<file path="src/rtl/urxf_pkg.sv">
// urxf_pkg: shared types and constants of the serial port register block
// with receive FIFO. No dependencies.
`default_nettype none

package urxf_pkg;

    // item kinds
    typedef enum logic [1:0] {
        FUNC_WRITE = 2'd0,
        FUNC_READ  = 2'd1,
        FUNC_RX    = 2'd2,
        FUNC_BREAK = 2'd3
    } func_t;

    // register byte offsets
    localparam logic [5:0] OFF_MODE       = 6'h00;
    localparam logic [5:0] OFF_BAUD       = 6'h04;
    localparam logic [5:0] OFF_CONTROL    = 6'h08;
    localparam logic [5:0] OFF_TX_DATA    = 6'h0c;
    localparam logic [5:0] OFF_STATUS     = 6'h10;
    localparam logic [5:0] OFF_RX_DATA    = 6'h14;
    localparam logic [5:0] OFF_FIFO_CTRL  = 6'h18;
    localparam logic [5:0] OFF_FIFO_COUNT = 6'h1c;
    localparam logic [5:0] OFF_PORT       = 6'h20;
    localparam logic [5:0] OFF_LINE_STAT  = 6'h24;

    // write masks
    localparam logic [7:0] MODE_MASK_FIFO    = 8'h7b;
    localparam logic [7:0] CONTROL_MASK_FIFO = 8'hfa;
    localparam logic [7:0] PORT_MASK_FIFO    = 8'hf3;
    localparam logic [7:0] PORT_MASK_PLAIN   = 8'h8f;
    localparam logic [7:0] MASK_ALL          = 8'hff;

    // reset values
    localparam logic [7:0] BAUD_RESET    = 8'hff;
    localparam logic [7:0] CONTROL_RESET = 8'h20;

    // control register bits
    localparam int CTL_TX_IRQ_EN = 7;
    localparam int CTL_RX_IRQ_EN = 6;
    localparam int CTL_TX_EN     = 5;
    localparam int CTL_RX_EN     = 4;

    // status flag bits (internal order)
    localparam int FLG_TEND = 0;
    localparam int FLG_TDE  = 1;
    localparam int FLG_RDF  = 2;
    localparam int FLG_BRK  = 3;
    localparam int FLG_DR   = 4;
    localparam logic [4:0] FLAGS_RESET = 5'b00011;

    // status register bits as seen on the bus
    localparam int SR_TEND = 6;
    localparam int SR_TDE  = 5;
    localparam int SR_BRK  = 4;
    localparam int SR_RDF  = 1;
    localparam int SR_DR   = 0;

    // fifo control bits
    localparam int FCR_CLEAR = 1;

    // trigger levels
    localparam logic [3:0] TRIG_1  = 4'd1;
    localparam logic [3:0] TRIG_4  = 4'd4;
    localparam logic [3:0] TRIG_8  = 4'd8;
    localparam logic [3:0] TRIG_14 = 4'd14;

    // controller to datapath commands
    typedef struct packed {
        logic capture;
        logic execute;
    } urxf_cmd_t;

endpackage

`default_nettype wire

</file>
<file path="src/rtl/urxf_if.sv">
// urxf channel interfaces: item input, result output and configuration write.
// Depends on nothing.
`default_nettype none

interface urxf_in_if;
    logic        valid;
    logic        ready;
    logic [1:0]  func;
    logic [5:0]  reg_offset;
    logic [15:0] write_data;
    logic [7:0]  rx_byte;

    modport source (output valid, func, reg_offset, write_data, rx_byte, input ready);
    modport sink (input valid, func, reg_offset, write_data, rx_byte, output ready);
endinterface

interface urxf_out_if;
    logic        valid;
    logic        ready;
    logic [15:0] read_data;
    logic        access_error;
    logic        tx_valid;
    logic [7:0]  tx_byte;
    logic        rx_irq;
    logic        tx_irq;
    logic        rx_dropped;

    modport source (output valid, read_data, access_error, tx_valid, tx_byte, rx_irq,
                    tx_irq, rx_dropped, input ready);
    modport sink (input valid, read_data, access_error, tx_valid, tx_byte, rx_irq,
                  tx_irq, rx_dropped, output ready);
endinterface

interface urxf_cfg_if;
    logic valid;
    logic ready;
    logic fifo_mode;

    modport source (output valid, fifo_mode, input ready);
    modport sink (input valid, fifo_mode, output ready);
endinterface

`default_nettype wire

</file>
<file path="src/rtl/urxf_ctrl.sv">
// urxf_ctrl: handshake controller, sequences one item through capture,
// execute and result hold. Depends on urxf_pkg.
`default_nettype none

module urxf_ctrl (
    input  wire logic              clk,
    input  wire logic              rst_n,
    input  wire logic              in_valid,
    output logic                   in_ready,
    output logic                   out_valid,
    input  wire logic              out_ready,
    output urxf_pkg::urxf_cmd_t    cmd
);
    import urxf_pkg::*;

    typedef enum logic [1:0] {
        ST_IDLE,
        ST_EXEC,
        ST_HOLD
    } state_t;

    state_t state_reg;
    logic   in_ready_reg;
    logic   out_valid_reg;

    // state and registered handshake outputs
    always_ff @(posedge clk or negedge rst_n)
    begin
        if (!rst_n)
        begin
            state_reg     <= ST_IDLE;
            in_ready_reg  <= 1'b1;
            out_valid_reg <= 1'b0;
        end
        else
        begin
            case (state_reg)
                ST_IDLE:
                begin
                    if (in_valid)
                    begin
                        state_reg    <= ST_EXEC;
                        in_ready_reg <= 1'b0;
                    end
                end
                ST_EXEC:
                begin
                    state_reg     <= ST_HOLD;
                    out_valid_reg <= 1'b1;
                end
                ST_HOLD:
                begin
                    if (out_ready)
                    begin
                        state_reg     <= ST_IDLE;
                        out_valid_reg <= 1'b0;
                        in_ready_reg  <= 1'b1;
                    end
                end
                default:
                begin
                    state_reg     <= ST_IDLE;
                    in_ready_reg  <= 1'b1;
                    out_valid_reg <= 1'b0;
                end
            endcase
        end
    end

    // commands to the datapath
    assign cmd.capture = in_valid & in_ready_reg;
    assign cmd.execute = (state_reg == ST_EXEC);

    assign in_ready  = in_ready_reg;
    assign out_valid = out_valid_reg;

endmodule

`default_nettype wire

</file>
<file path="src/rtl/urxf_datapath.sv">
// urxf_datapath: register file, status flags, receive FIFO memory and the
// per-item update logic. Depends on urxf_pkg.
`default_nettype none

module urxf_datapath #(
    parameter int FIFO_DEPTH = 16
) (
    input  wire logic                clk,
    input  wire logic                rst_n,
    input  wire urxf_pkg::urxf_cmd_t cmd,
    input  wire logic                cfg_valid,
    input  wire logic                cfg_fifo_mode,
    input  wire logic [1:0]          func,
    input  wire logic [5:0]          reg_offset,
    input  wire logic [15:0]         write_data,
    input  wire logic [7:0]          rx_byte,
    output logic [15:0]              read_data,
    output logic                     access_error,
    output logic                     tx_valid,
    output logic [7:0]               tx_byte,
    output logic                     rx_irq,
    output logic                     tx_irq,
    output logic                     rx_dropped
);
    import urxf_pkg::*;

    localparam int PW = $clog2(FIFO_DEPTH);
    localparam int CW = $clog2(FIFO_DEPTH + 1);
    localparam logic [PW-1:0] LAST_PTR = PW'(FIFO_DEPTH - 1);
    localparam logic [CW-1:0] FULL_COUNT = CW'(FIFO_DEPTH);

    // captured item
    func_t       func_reg;
    logic [5:0]  offset_reg;
    logic [7:0]  wbyte_reg;
    logic [7:0]  rx_byte_reg;

    // architectural state
    logic          fifo_mode_reg;
    logic [7:0]    mode_reg, mode_next;
    logic [7:0]    baud_reg, baud_next;
    logic [7:0]    control_reg, control_next;
    logic [7:0]    port_reg, port_next;
    logic [4:0]    flags_reg, flags_next;
    logic [3:0]    trigger_reg, trigger_next;
    logic [CW-1:0] count_reg, count_next;
    logic [PW-1:0] wptr_reg, wptr_next;
    logic [PW-1:0] rptr_reg, rptr_next;
    logic          rx_irq_reg, rx_irq_next;
    logic          tx_irq_reg, tx_irq_next;

    // fifo memory
    logic [7:0]    mem [FIFO_DEPTH];
    logic [7:0]    mem_rdata_reg;
    logic          mem_we;

    // result
    logic [15:0]   rd_reg, rd_next;
    logic          err_reg, err_next;
    logic          txv_reg, txv_next;
    logic [7:0]    txb_reg, txb_next;
    logic          drop_reg, drop_next;

    // item capture on input transfer
    always_ff @(posedge clk)
    begin
        if (cmd.capture)
        begin
            func_reg    <= func_t'(func);
            offset_reg  <= reg_offset;
            wbyte_reg   <= write_data[7:0];
            rx_byte_reg <= rx_byte;
        end
    end

    // fifo write port and registered read at the read pointer
    always_ff @(posedge clk)
    begin
        if (mem_we)
        begin
            mem[wptr_reg] <= rx_byte_reg;
        end
        mem_rdata_reg <= mem[rptr_reg];
    end

    // per-item update
    always_comb
    begin
        mode_next    = mode_reg;
        baud_next    = baud_reg;
        control_next = control_reg;
        port_next    = port_reg;
        flags_next   = flags_reg;
        trigger_next = trigger_reg;
        count_next   = count_reg;
        wptr_next    = wptr_reg;
        rptr_next    = rptr_reg;
        rx_irq_next  = rx_irq_reg;
        tx_irq_next  = tx_irq_reg;
        mem_we       = 1'b0;
        rd_next      = 16'd0;
        err_next     = 1'b0;
        txv_next     = 1'b0;
        txb_next     = 8'd0;
        drop_next    = 1'b0;

        case (func_reg)
            FUNC_WRITE:
            begin
                case (offset_reg)
                    OFF_MODE:
                        mode_next = wbyte_reg & (fifo_mode_reg ? MODE_MASK_FIFO : MASK_ALL);
                    OFF_BAUD:
                        baud_next = wbyte_reg;
                    OFF_CONTROL:
                    begin
                        control_next = wbyte_reg
                                     & (fifo_mode_reg ? CONTROL_MASK_FIFO : MASK_ALL);
                        if (!wbyte_reg[CTL_TX_EN])
                            flags_next[FLG_TEND] = 1'b1;
                        if (fifo_mode_reg)
                            tx_irq_next = wbyte_reg[CTL_TX_IRQ_EN];
                        if (!wbyte_reg[CTL_RX_IRQ_EN])
                            rx_irq_next = 1'b0;
                    end
                    OFF_TX_DATA:
                    begin
                        txv_next = 1'b1;
                        txb_next = wbyte_reg;
                        flags_next[FLG_TDE] = 1'b0;
                    end
                    OFF_STATUS:
                    begin
                        if (fifo_mode_reg)
                        begin
                            // flags written as zero clear
                            if (!wbyte_reg[SR_TEND]) flags_next[FLG_TEND] = 1'b0;
                            if (!wbyte_reg[SR_TDE])  flags_next[FLG_TDE]  = 1'b0;
                            if (!wbyte_reg[SR_BRK])  flags_next[FLG_BRK]  = 1'b0;
                            if (!wbyte_reg[SR_RDF])  flags_next[FLG_RDF]  = 1'b0;
                            if (!wbyte_reg[SR_DR])   flags_next[FLG_DR]   = 1'b0;
                            if (!wbyte_reg[SR_RDF] || !wbyte_reg[SR_DR])
                                rx_irq_next = 1'b0;
                        end
                        else
                            err_next = 1'b1;
                    end
                    OFF_FIFO_CTRL:
                    begin
                        if (fifo_mode_reg)
                        begin
                            case (wbyte_reg[7:6])
                                2'd0:    trigger_next = TRIG_1;
                                2'd1:    trigger_next = TRIG_4;
                                2'd2:    trigger_next = TRIG_8;
                                default: trigger_next = TRIG_14;
                            endcase
                            if (wbyte_reg[FCR_CLEAR])
                            begin
                                count_next = '0;
                                wptr_next  = '0;
                                rptr_next  = '0;
                            end
                        end
                        else
                            err_next = 1'b1;
                    end
                    OFF_PORT:
                    begin
                        if (fifo_mode_reg)
                            port_next = wbyte_reg & PORT_MASK_FIFO;
                        else
                            err_next = 1'b1;
                    end
                    OFF_LINE_STAT:
                        err_next = !fifo_mode_reg;
                    OFF_FIFO_COUNT:
                    begin
                        // plain map puts the port register here
                        if (fifo_mode_reg)
                            err_next = 1'b1;
                        else
                            port_next = wbyte_reg & PORT_MASK_PLAIN;
                    end
                    default:
                        err_next = 1'b1;
                endcase
            end
            FUNC_READ:
            begin
                if (!fifo_mode_reg)
                begin
                    if (offset_reg == OFF_FIFO_COUNT)
                        rd_next = {8'd0, port_reg};
                    else
                        err_next = 1'b1;
                end
                else
                begin
                    case (offset_reg)
                        OFF_MODE:
                            rd_next = {8'd0, mode_reg};
                        OFF_CONTROL:
                            rd_next = {8'd0, control_reg};
                        OFF_STATUS:
                        begin
                            rd_next[SR_TEND] = flags_reg[FLG_TEND];
                            rd_next[SR_TDE]  = flags_reg[FLG_TDE];
                            rd_next[SR_BRK]  = flags_reg[FLG_BRK];
                            rd_next[SR_RDF]  = flags_reg[FLG_RDF];
                            rd_next[SR_DR]   = flags_reg[FLG_DR];
                            if (control_reg[CTL_TX_EN])
                            begin
                                flags_next[FLG_TDE]  = 1'b1;
                                flags_next[FLG_TEND] = 1'b1;
                            end
                        end
                        OFF_RX_DATA:
                        begin
                            if (count_reg == '0)
                                err_next = 1'b1;
                            else
                            begin
                                rd_next    = {8'd0, mem_rdata_reg};
                                rptr_next  = (rptr_reg == LAST_PTR) ? '0 : rptr_reg + 1'b1;
                                count_next = count_reg - 1'b1;
                                if (count_next < CW'(trigger_reg))
                                    flags_next[FLG_RDF] = 1'b0;
                            end
                        end
                        OFF_FIFO_COUNT:
                            rd_next = 16'(count_reg);
                        OFF_PORT:
                            rd_next = {8'd0, port_reg};
                        OFF_LINE_STAT:
                            rd_next = 16'd0;
                        default:
                            err_next = 1'b1;
                    endcase
                end
            end
            FUNC_RX:
            begin
                if (!control_reg[CTL_RX_EN] || !fifo_mode_reg || count_reg >= FULL_COUNT)
                    drop_next = 1'b1;
                else
                begin
                    mem_we     = 1'b1;
                    wptr_next  = (wptr_reg == LAST_PTR) ? '0 : wptr_reg + 1'b1;
                    count_next = count_reg + 1'b1;
                    if (count_next >= CW'(trigger_reg))
                    begin
                        flags_next[FLG_RDF] = 1'b1;
                        if (control_reg[CTL_RX_IRQ_EN])
                            rx_irq_next = 1'b1;
                    end
                end
            end
            FUNC_BREAK:
            begin
                if (fifo_mode_reg)
                    flags_next[FLG_BRK] = 1'b1;
            end
            default:
            begin
                err_next = 1'b0;
            end
        endcase

        // only commit during the execute cycle
        if (!cmd.execute)
            mem_we = 1'b0;
    end

    // state registers
    always_ff @(posedge clk or negedge rst_n)
    begin
        if (!rst_n)
        begin
            fifo_mode_reg <= 1'b1;
            mode_reg      <= 8'd0;
            baud_reg      <= BAUD_RESET;
            control_reg   <= CONTROL_RESET;
            port_reg      <= 8'd0;
            flags_reg     <= FLAGS_RESET;
            trigger_reg   <= TRIG_1;
            count_reg     <= '0;
            wptr_reg      <= '0;
            rptr_reg      <= '0;
            rx_irq_reg    <= 1'b0;
            tx_irq_reg    <= 1'b0;
        end
        else
        begin
            if (cfg_valid)
                fifo_mode_reg <= cfg_fifo_mode;
            if (cmd.execute)
            begin
                mode_reg    <= mode_next;
                baud_reg    <= baud_next;
                control_reg <= control_next;
                port_reg    <= port_next;
                flags_reg   <= flags_next;
                trigger_reg <= trigger_next;
                count_reg   <= count_next;
                wptr_reg    <= wptr_next;
                rptr_reg    <= rptr_next;
                rx_irq_reg  <= rx_irq_next;
                tx_irq_reg  <= tx_irq_next;
            end
        end
    end

    // result register
    always_ff @(posedge clk)
    begin
        if (cmd.execute)
        begin
            rd_reg   <= rd_next;
            err_reg  <= err_next;
            txv_reg  <= txv_next;
            txb_reg  <= txb_next;
            drop_reg <= drop_next;
        end
    end

    assign read_data    = rd_reg;
    assign access_error = err_reg;
    assign tx_valid     = txv_reg;
    assign tx_byte      = txb_reg;
    assign rx_irq       = rx_irq_reg;
    assign tx_irq       = tx_irq_reg;
    assign rx_dropped   = drop_reg;

endmodule

`default_nettype wire

</file>
<file path="src/rtl/uart_registers_with_rx_fifo.sv">
// uart_registers_with_rx_fifo: top level of the serial port register block.
// Depends on urxf_pkg, urxf_if, urxf_ctrl and urxf_datapath.
//
//   channel  | dir  | moves per transfer
//   ---------+------+----------------------------------------------------------
//   in_ch    | in   | func, reg_offset, write_data, rx_byte
//   out_ch   | out  | read_data, access_error, tx_valid, tx_byte, rx_irq, tx_irq,
//            |      | rx_dropped
//   cfg_ch   | in   | fifo_mode (always ready)
//
// One item at a time: a new one is taken only once the last result has been
// transferred; each item goes from input transfer to execute, then to hold,
// where the result is held until its transfer, at whose edge ready returns. The
// receive FIFO memory is read at the read pointer on the capture edge, so its
// data is ready for execute. Reset restores state, but not item or result,
// registers to power-on values; FIFO memory is not cleared and needs no clearing pass.
`default_nettype none

module uart_registers_with_rx_fifo #(
    parameter int FIFO_DEPTH = 16
) (
    input  wire logic  clk,
    input  wire logic  rst_n,
    urxf_in_if.sink    in_ch,
    urxf_out_if.source out_ch,
    urxf_cfg_if.sink   cfg_ch
);
    import urxf_pkg::*;

    urxf_cmd_t cmd;

    // configuration writes are always taken
    assign cfg_ch.ready = 1'b1;

    // handshake sequencing
    urxf_ctrl u_ctrl (
        .clk       (clk),
        .rst_n     (rst_n),
        .in_valid  (in_ch.valid),
        .in_ready  (in_ch.ready),
        .out_valid (out_ch.valid),
        .out_ready (out_ch.ready),
        .cmd       (cmd)
    );

    // registers, flags and receive FIFO
    urxf_datapath #(
        .FIFO_DEPTH (FIFO_DEPTH)
    ) u_datapath (
        .clk           (clk),
        .rst_n         (rst_n),
        .cmd           (cmd),
        .cfg_valid     (cfg_ch.valid),
        .cfg_fifo_mode (cfg_ch.fifo_mode),
        .func          (in_ch.func),
        .reg_offset    (in_ch.reg_offset),
        .write_data    (in_ch.write_data),
        .rx_byte       (in_ch.rx_byte),
        .read_data     (out_ch.read_data),
        .access_error  (out_ch.access_error),
        .tx_valid      (out_ch.tx_valid),
        .tx_byte       (out_ch.tx_byte),
        .rx_irq        (out_ch.rx_irq),
        .tx_irq        (out_ch.tx_irq),
        .rx_dropped    (out_ch.rx_dropped)
    );

endmodule

`default_nettype wire
</file>
<file path="src/flat_wrapper.sv">
// flat-port wrapper written by rule: the top's interface ports become plain ports
module uart_registers_with_rx_fifo_flat import urxf_pkg::*;
#(
    parameter int FIFO_DEPTH = 16
)
  (clk, rst_n, in_ch_valid, in_ch_func, in_ch_reg_offset, in_ch_write_data, in_ch_rx_byte, in_ch_ready, out_ch_valid, out_ch_read_data, out_ch_access_error, out_ch_tx_valid, out_ch_tx_byte, out_ch_rx_irq, out_ch_tx_irq, out_ch_rx_dropped, out_ch_ready, cfg_ch_valid, cfg_ch_fifo_mode, cfg_ch_ready);
  urxf_in_if in_ch_i ();
  urxf_out_if out_ch_i ();
  urxf_cfg_if cfg_ch_i ();
  input  wire logic clk;
  input  wire logic rst_n;
  input wire logic [$bits(in_ch_i.valid)-1:0] in_ch_valid;
  input wire logic [$bits(in_ch_i.func)-1:0] in_ch_func;
  input wire logic [$bits(in_ch_i.reg_offset)-1:0] in_ch_reg_offset;
  input wire logic [$bits(in_ch_i.write_data)-1:0] in_ch_write_data;
  input wire logic [$bits(in_ch_i.rx_byte)-1:0] in_ch_rx_byte;
  output wire logic [$bits(in_ch_i.ready)-1:0] in_ch_ready;
  output wire logic [$bits(out_ch_i.valid)-1:0] out_ch_valid;
  output wire logic [$bits(out_ch_i.read_data)-1:0] out_ch_read_data;
  output wire logic [$bits(out_ch_i.access_error)-1:0] out_ch_access_error;
  output wire logic [$bits(out_ch_i.tx_valid)-1:0] out_ch_tx_valid;
  output wire logic [$bits(out_ch_i.tx_byte)-1:0] out_ch_tx_byte;
  output wire logic [$bits(out_ch_i.rx_irq)-1:0] out_ch_rx_irq;
  output wire logic [$bits(out_ch_i.tx_irq)-1:0] out_ch_tx_irq;
  output wire logic [$bits(out_ch_i.rx_dropped)-1:0] out_ch_rx_dropped;
  input wire logic [$bits(out_ch_i.ready)-1:0] out_ch_ready;
  input wire logic [$bits(cfg_ch_i.valid)-1:0] cfg_ch_valid;
  input wire logic [$bits(cfg_ch_i.fifo_mode)-1:0] cfg_ch_fifo_mode;
  output wire logic [$bits(cfg_ch_i.ready)-1:0] cfg_ch_ready;
  assign in_ch_i.valid = in_ch_valid;
  assign in_ch_i.func = in_ch_func;
  assign in_ch_i.reg_offset = in_ch_reg_offset;
  assign in_ch_i.write_data = in_ch_write_data;
  assign in_ch_i.rx_byte = in_ch_rx_byte;
  assign in_ch_ready = in_ch_i.ready;
  assign out_ch_valid = out_ch_i.valid;
  assign out_ch_read_data = out_ch_i.read_data;
  assign out_ch_access_error = out_ch_i.access_error;
  assign out_ch_tx_valid = out_ch_i.tx_valid;
  assign out_ch_tx_byte = out_ch_i.tx_byte;
  assign out_ch_rx_irq = out_ch_i.rx_irq;
  assign out_ch_tx_irq = out_ch_i.tx_irq;
  assign out_ch_rx_dropped = out_ch_i.rx_dropped;
  assign out_ch_i.ready = out_ch_ready;
  assign cfg_ch_i.valid = cfg_ch_valid;
  assign cfg_ch_i.fifo_mode = cfg_ch_fifo_mode;
  assign cfg_ch_ready = cfg_ch_i.ready;
  uart_registers_with_rx_fifo #(.FIFO_DEPTH(FIFO_DEPTH)) u_core (.clk(clk), .rst_n(rst_n), .in_ch(in_ch_i), .out_ch(out_ch_i), .cfg_ch(cfg_ch_i));
endmodule
</file>
<file path="config.mk">
export PLATFORM = sky130hd
export DESIGN_NAME = uart_registers_with_rx_fifo_flat
export DESIGN_NICKNAME = d
export VERILOG_FILES = /design/src/rtl/urxf_pkg.sv /design/src/rtl/urxf_if.sv /design/src/rtl/urxf_ctrl.sv /design/src/rtl/urxf_datapath.sv /design/src/rtl/uart_registers_with_rx_fifo.sv /design/src/flat_wrapper.sv
export SDC_FILE = /design/constraint.sdc
export NUM_CORES = 1
export LEC_CHECK = 0
export BUFFER_PORTS_ARGS = -buffer_cell sky130_fd_sc_hd__buf_2
export CAP_MARGIN = 20
export CELL_PAD_IN_SITES_DETAIL_PLACEMENT = 2
export CELL_PAD_IN_SITES_GLOBAL_PLACEMENT = 2
export CORE_UTILIZATION = 35
export DETAILED_ROUTE_END_ITERATION = 7
export PLACE_DENSITY_LB_ADDON = 0.12
export SKIP_CTS_REPAIR_TIMING = 1
export SLEW_MARGIN = 15
export SYNTH_ARGS = -nofsm -noshare
export SYNTH_HDL_FRONTEND = slang
export SYNTH_HIERARCHICAL = 1
export SYNTH_SLANG_ARGS = --single-unit
</file>
<file path="constraint.sdc">
create_clock -name clk -period 3.8 [get_ports clk]
set_clock_uncertainty 0.2 [all_clocks]
set_input_delay 0.57 -clock clk [delete_from_list [all_inputs] [get_ports clk]]
set_output_delay 0.57 -clock clk [all_outputs]
set_load 0.01 [all_outputs]
</file>
==> impl_metrics.yaml <==
global_route:
  gr-total-overflow: 0
  grt_pass1_vias: 6903
  grtUsageTotal_pct: 19.0
  grt_pass1_wl_um: 41100
  antenna_found_initial: 0
  grt_max_degree: 36
setup_path:
  worst_r2r_path_depth: 4
  worstPathArrival_ns: 2.79
  cp_max_fo: 14
  startpoint_type: "register"
  crit_chain: "nand3b_1, nor3_1, nand2_1, nor2_1"
  critical_path_class: "register to register"
  required_ns: 3.77
  cp_slowest_cell: "dfstp_2"
  critPathCaptureType: "register"
  crit_path_max_incr_delay_ns: 0.73
synth:
  syn-cell-area_mm2: 0.0100
  ys_async_sr_fraction_pct: 22.5
  synth_top_cell_by_area: "edfxtp_1"
  synthCells: 707
  synth_edf_count: 171
  synthFlopType: "edfxtp_1"
  seq_area_frac_synth_pct: 65.9
  synth-seq-cells: 231
  ys_types: 74
  yosysWarningCount: 6
  yosysTopAreaCellShare_pct: 51.2
  syn-mean-instance-area_um2: 14.2
  netlist_top_cells_area: "edfxtp_1, dfrtp_1, mux4_2"
route:
  dr_total_vias: 6222
  ant_nets: 0
  viasPerCell: 5.24
  firstDrtPassIters: 4
  wl_um: 26900
  drtIter0Drc: 266
  wl_per_cell_um: 22.7
  drc_errors: 0
power_and_ir_drop:
  clkPwrFrac_pct: 35.6
  switchingPower_mw: 1.96
  peakVddDrop_mv: 0.313
  intPower_mw: 4.99
  p_seq_share_pct: 47.2
  share_comb_of_total_power_pct: 17.2
  p_total_mw: 6.96
  sw_frac_of_total_pct: 28.2
  power.density_mw_per_mm2: 591
  p_leak_nw: 4.23
sta:
  slew_violations: 0
  max_slew_margin_pct: 34.2
  hold_violations: 30
  whs_ns: -0.0407
  fin_crit_sh_pct: 74.1
  setup_tns_ns: 0
  fmax_ghz: 0.355
  rsz0062_at_grt: "false"
  setup_violations: 0
  layout_min_cycle_time_ns: 2.81
  worst_pin_slew_ns: 0.984
die:
  die_x_um: 171
  io_pins: 70
  dieArea_mm2: 0.0293
  core_mm2: 0.0280
  start_util_pct: 35.8
  chipHeight_um: 171
  num_rows: 61
place:
  portBuffers: 52
  dp_hpwl_um: 18200
  gp_congestion: 0.817
  postPlaceCellArea_mm2: 0.0108
layout:
  layout-drive-gt1-share_pct: 23.0
  largest_reg_flops: 128
  seqCellArea_mm2: 0.00661
  fin_nets: 844
  fin_area_mm2: 0.0118
  regMostFlops: "u_core/u_datapath/mem"
  multiInputGateArea_mm2: 0.00313
  diodes: 0
  area_growth_syn_to_layout_pct: 17.4
  nFillCells: 2786
status:
  status: "finished with violations"
  violations: "negative hold slack"
cts:
  cts_buffer_depth: 3
  clkTransAtPathRegs_ns: 0.06
  cts_tree: "done"
  cts_buffers: 27
  cts_root_buffer: "clkbuf_16"
  htreeDepth: 1
  cts_sinks: 231
  clock_latency_ns: 0.55
worst_hold_path:
  hold_path.class: "primary input to asynchronous set/reset pin"
job:
  cap_violations: 0
-- critical path: cells and delay by family, from the launching register on --
| kind | cells | cell delay [ns] |
|---|---|---|
| simple gates | 4 | 1.52 |
| flops | 1 | 0.73 |
-- stage by stage --
step	hold slack [ns]	utilization, %	cells	setup WS (ns)
6_report	-0.0407	42.0	1187	0.986
5_1_grt	-0.00449	42.0	1187	0.766
4_1_cts	-0.0211	41.5	1172	0.947
3_5_place_dp	0.276	38.4	1122	0.975
3_3_place_gp	0.256	38.4	1122	1.10
2_1_floorplan	0.0744	-	714	0.715
-- worst paths after layout --
kind                                                              from                                     endpoint  slack (ns)
setup reg to reg           u_core/u_datapath/fifo_mode_reg$_DFFE_PN1P_        u_core/u_datapath/mem[4][0]$_DFFE_PP_        0.99
hold / removal                                                   rst_n   u_core/u_datapath/flags_reg[2]$_DFFE_PN0P_       -0.04
hold reg to reg                    u_core/u_ctrl/out_valid$_DFFE_PN0P_          u_core/u_ctrl/out_valid$_DFFE_PN0P_        0.29
min in group clk                                      in_ch_rx_byte[1]   u_core/u_datapath/rx_byte_reg[1]$_DFFE_PP_           0
setup / recovery           u_core/u_datapath/fifo_mode_reg$_DFFE_PN1P_        u_core/u_datapath/mem[4][0]$_DFFE_PP_        0.99
max in group asynchronous                                        rst_n  u_core/u_datapath/fifo_mode_reg$_DFFE_PN1P_        2.58
-- placed cells by master (no fill, tap or decap), drive strengths merged, types with 21 or more instances in the layout --
cell type / n
a22oi: 21
dfrtp: 46
clkbuf: 41
mux2: 31
nand2: 61
inv: 23
nor2: 26
buf: 78
edfxtp: 171
mux2i: 26
o21ai: 46
-- synthesized netlist by cell type (all sizes together), types with 2 or more instances --
cell type / n
mux2i: 26
buf: 22
a21boi: 3
nor2: 26
nand2: 61
ha: 18
xor2: 5
a21oi: 14
a211oi: 3
a22oi: 21
a31oi: 8
and2: 18
mux4: 16
inv: 22
dfstp: 6
mux2: 31
and3: 7
dfxtp: 8
nor4: 3
nor3: 9
conb: 2
a2bb2oi: 2
o21a: 7
or4b: 2
nand3: 14
nor2b: 7
o31ai: 6
nand2b: 7
a31o: 4
a221oi: 8
nor3b: 4
nor4b: 2
clkbuf: 26
edfxtp: 171
dfrtp: 46
nand4: 3
a21o: 3
o21ai: 46
o22ai: 2
-- kinds of logic after synthesis --
family	Yosys count	share of synthesized area, %
buf+inv	70	3.22
xor+xnor	6	0.524
compound gates	137	9.32
mux	73	9.82
fa+ha+maj	18	2.25
flops	231	65.9
simple gates	170	8.92
other cells	2	0.0749
-- per-layer routing --
layer	share of wire [%]	up-vias	track usage, %
met3	2.4	48	2.28
met1	41	3245	22.6
met2	53	116	35.1
met4	3.5	0	6.83
li1	-	2813	-
met5	0	-	0
-- power groups by stage --
stage | Sequential, mW | Combinational [mW] | Clock, mW
2_1_floorplan | 3.18 | 0.872 | 0
3_3_place_gp | 3.32 | 1.16 | 0
3_5_place_dp | 3.34 | 1.20 | 0
4_1_cts | 3.29 | 1.21 | 2.55
5_1_grt | 3.32 | 1.33 | 2.63
6_report | 3.28 | 1.20 | 2.48
-- final cells by class --
type | instances | area share, %
multi-input combinational | 413 | 26.6
clock buffer | 41 | 6.80
inverter | 22 | 0.702
tap | 378 | 4.02
sequential | 231 | 56.1
timing repair buffer | 93 | 5.25
clock inverter | 9 | 0.532
Power figures use the tool's default switching activity.
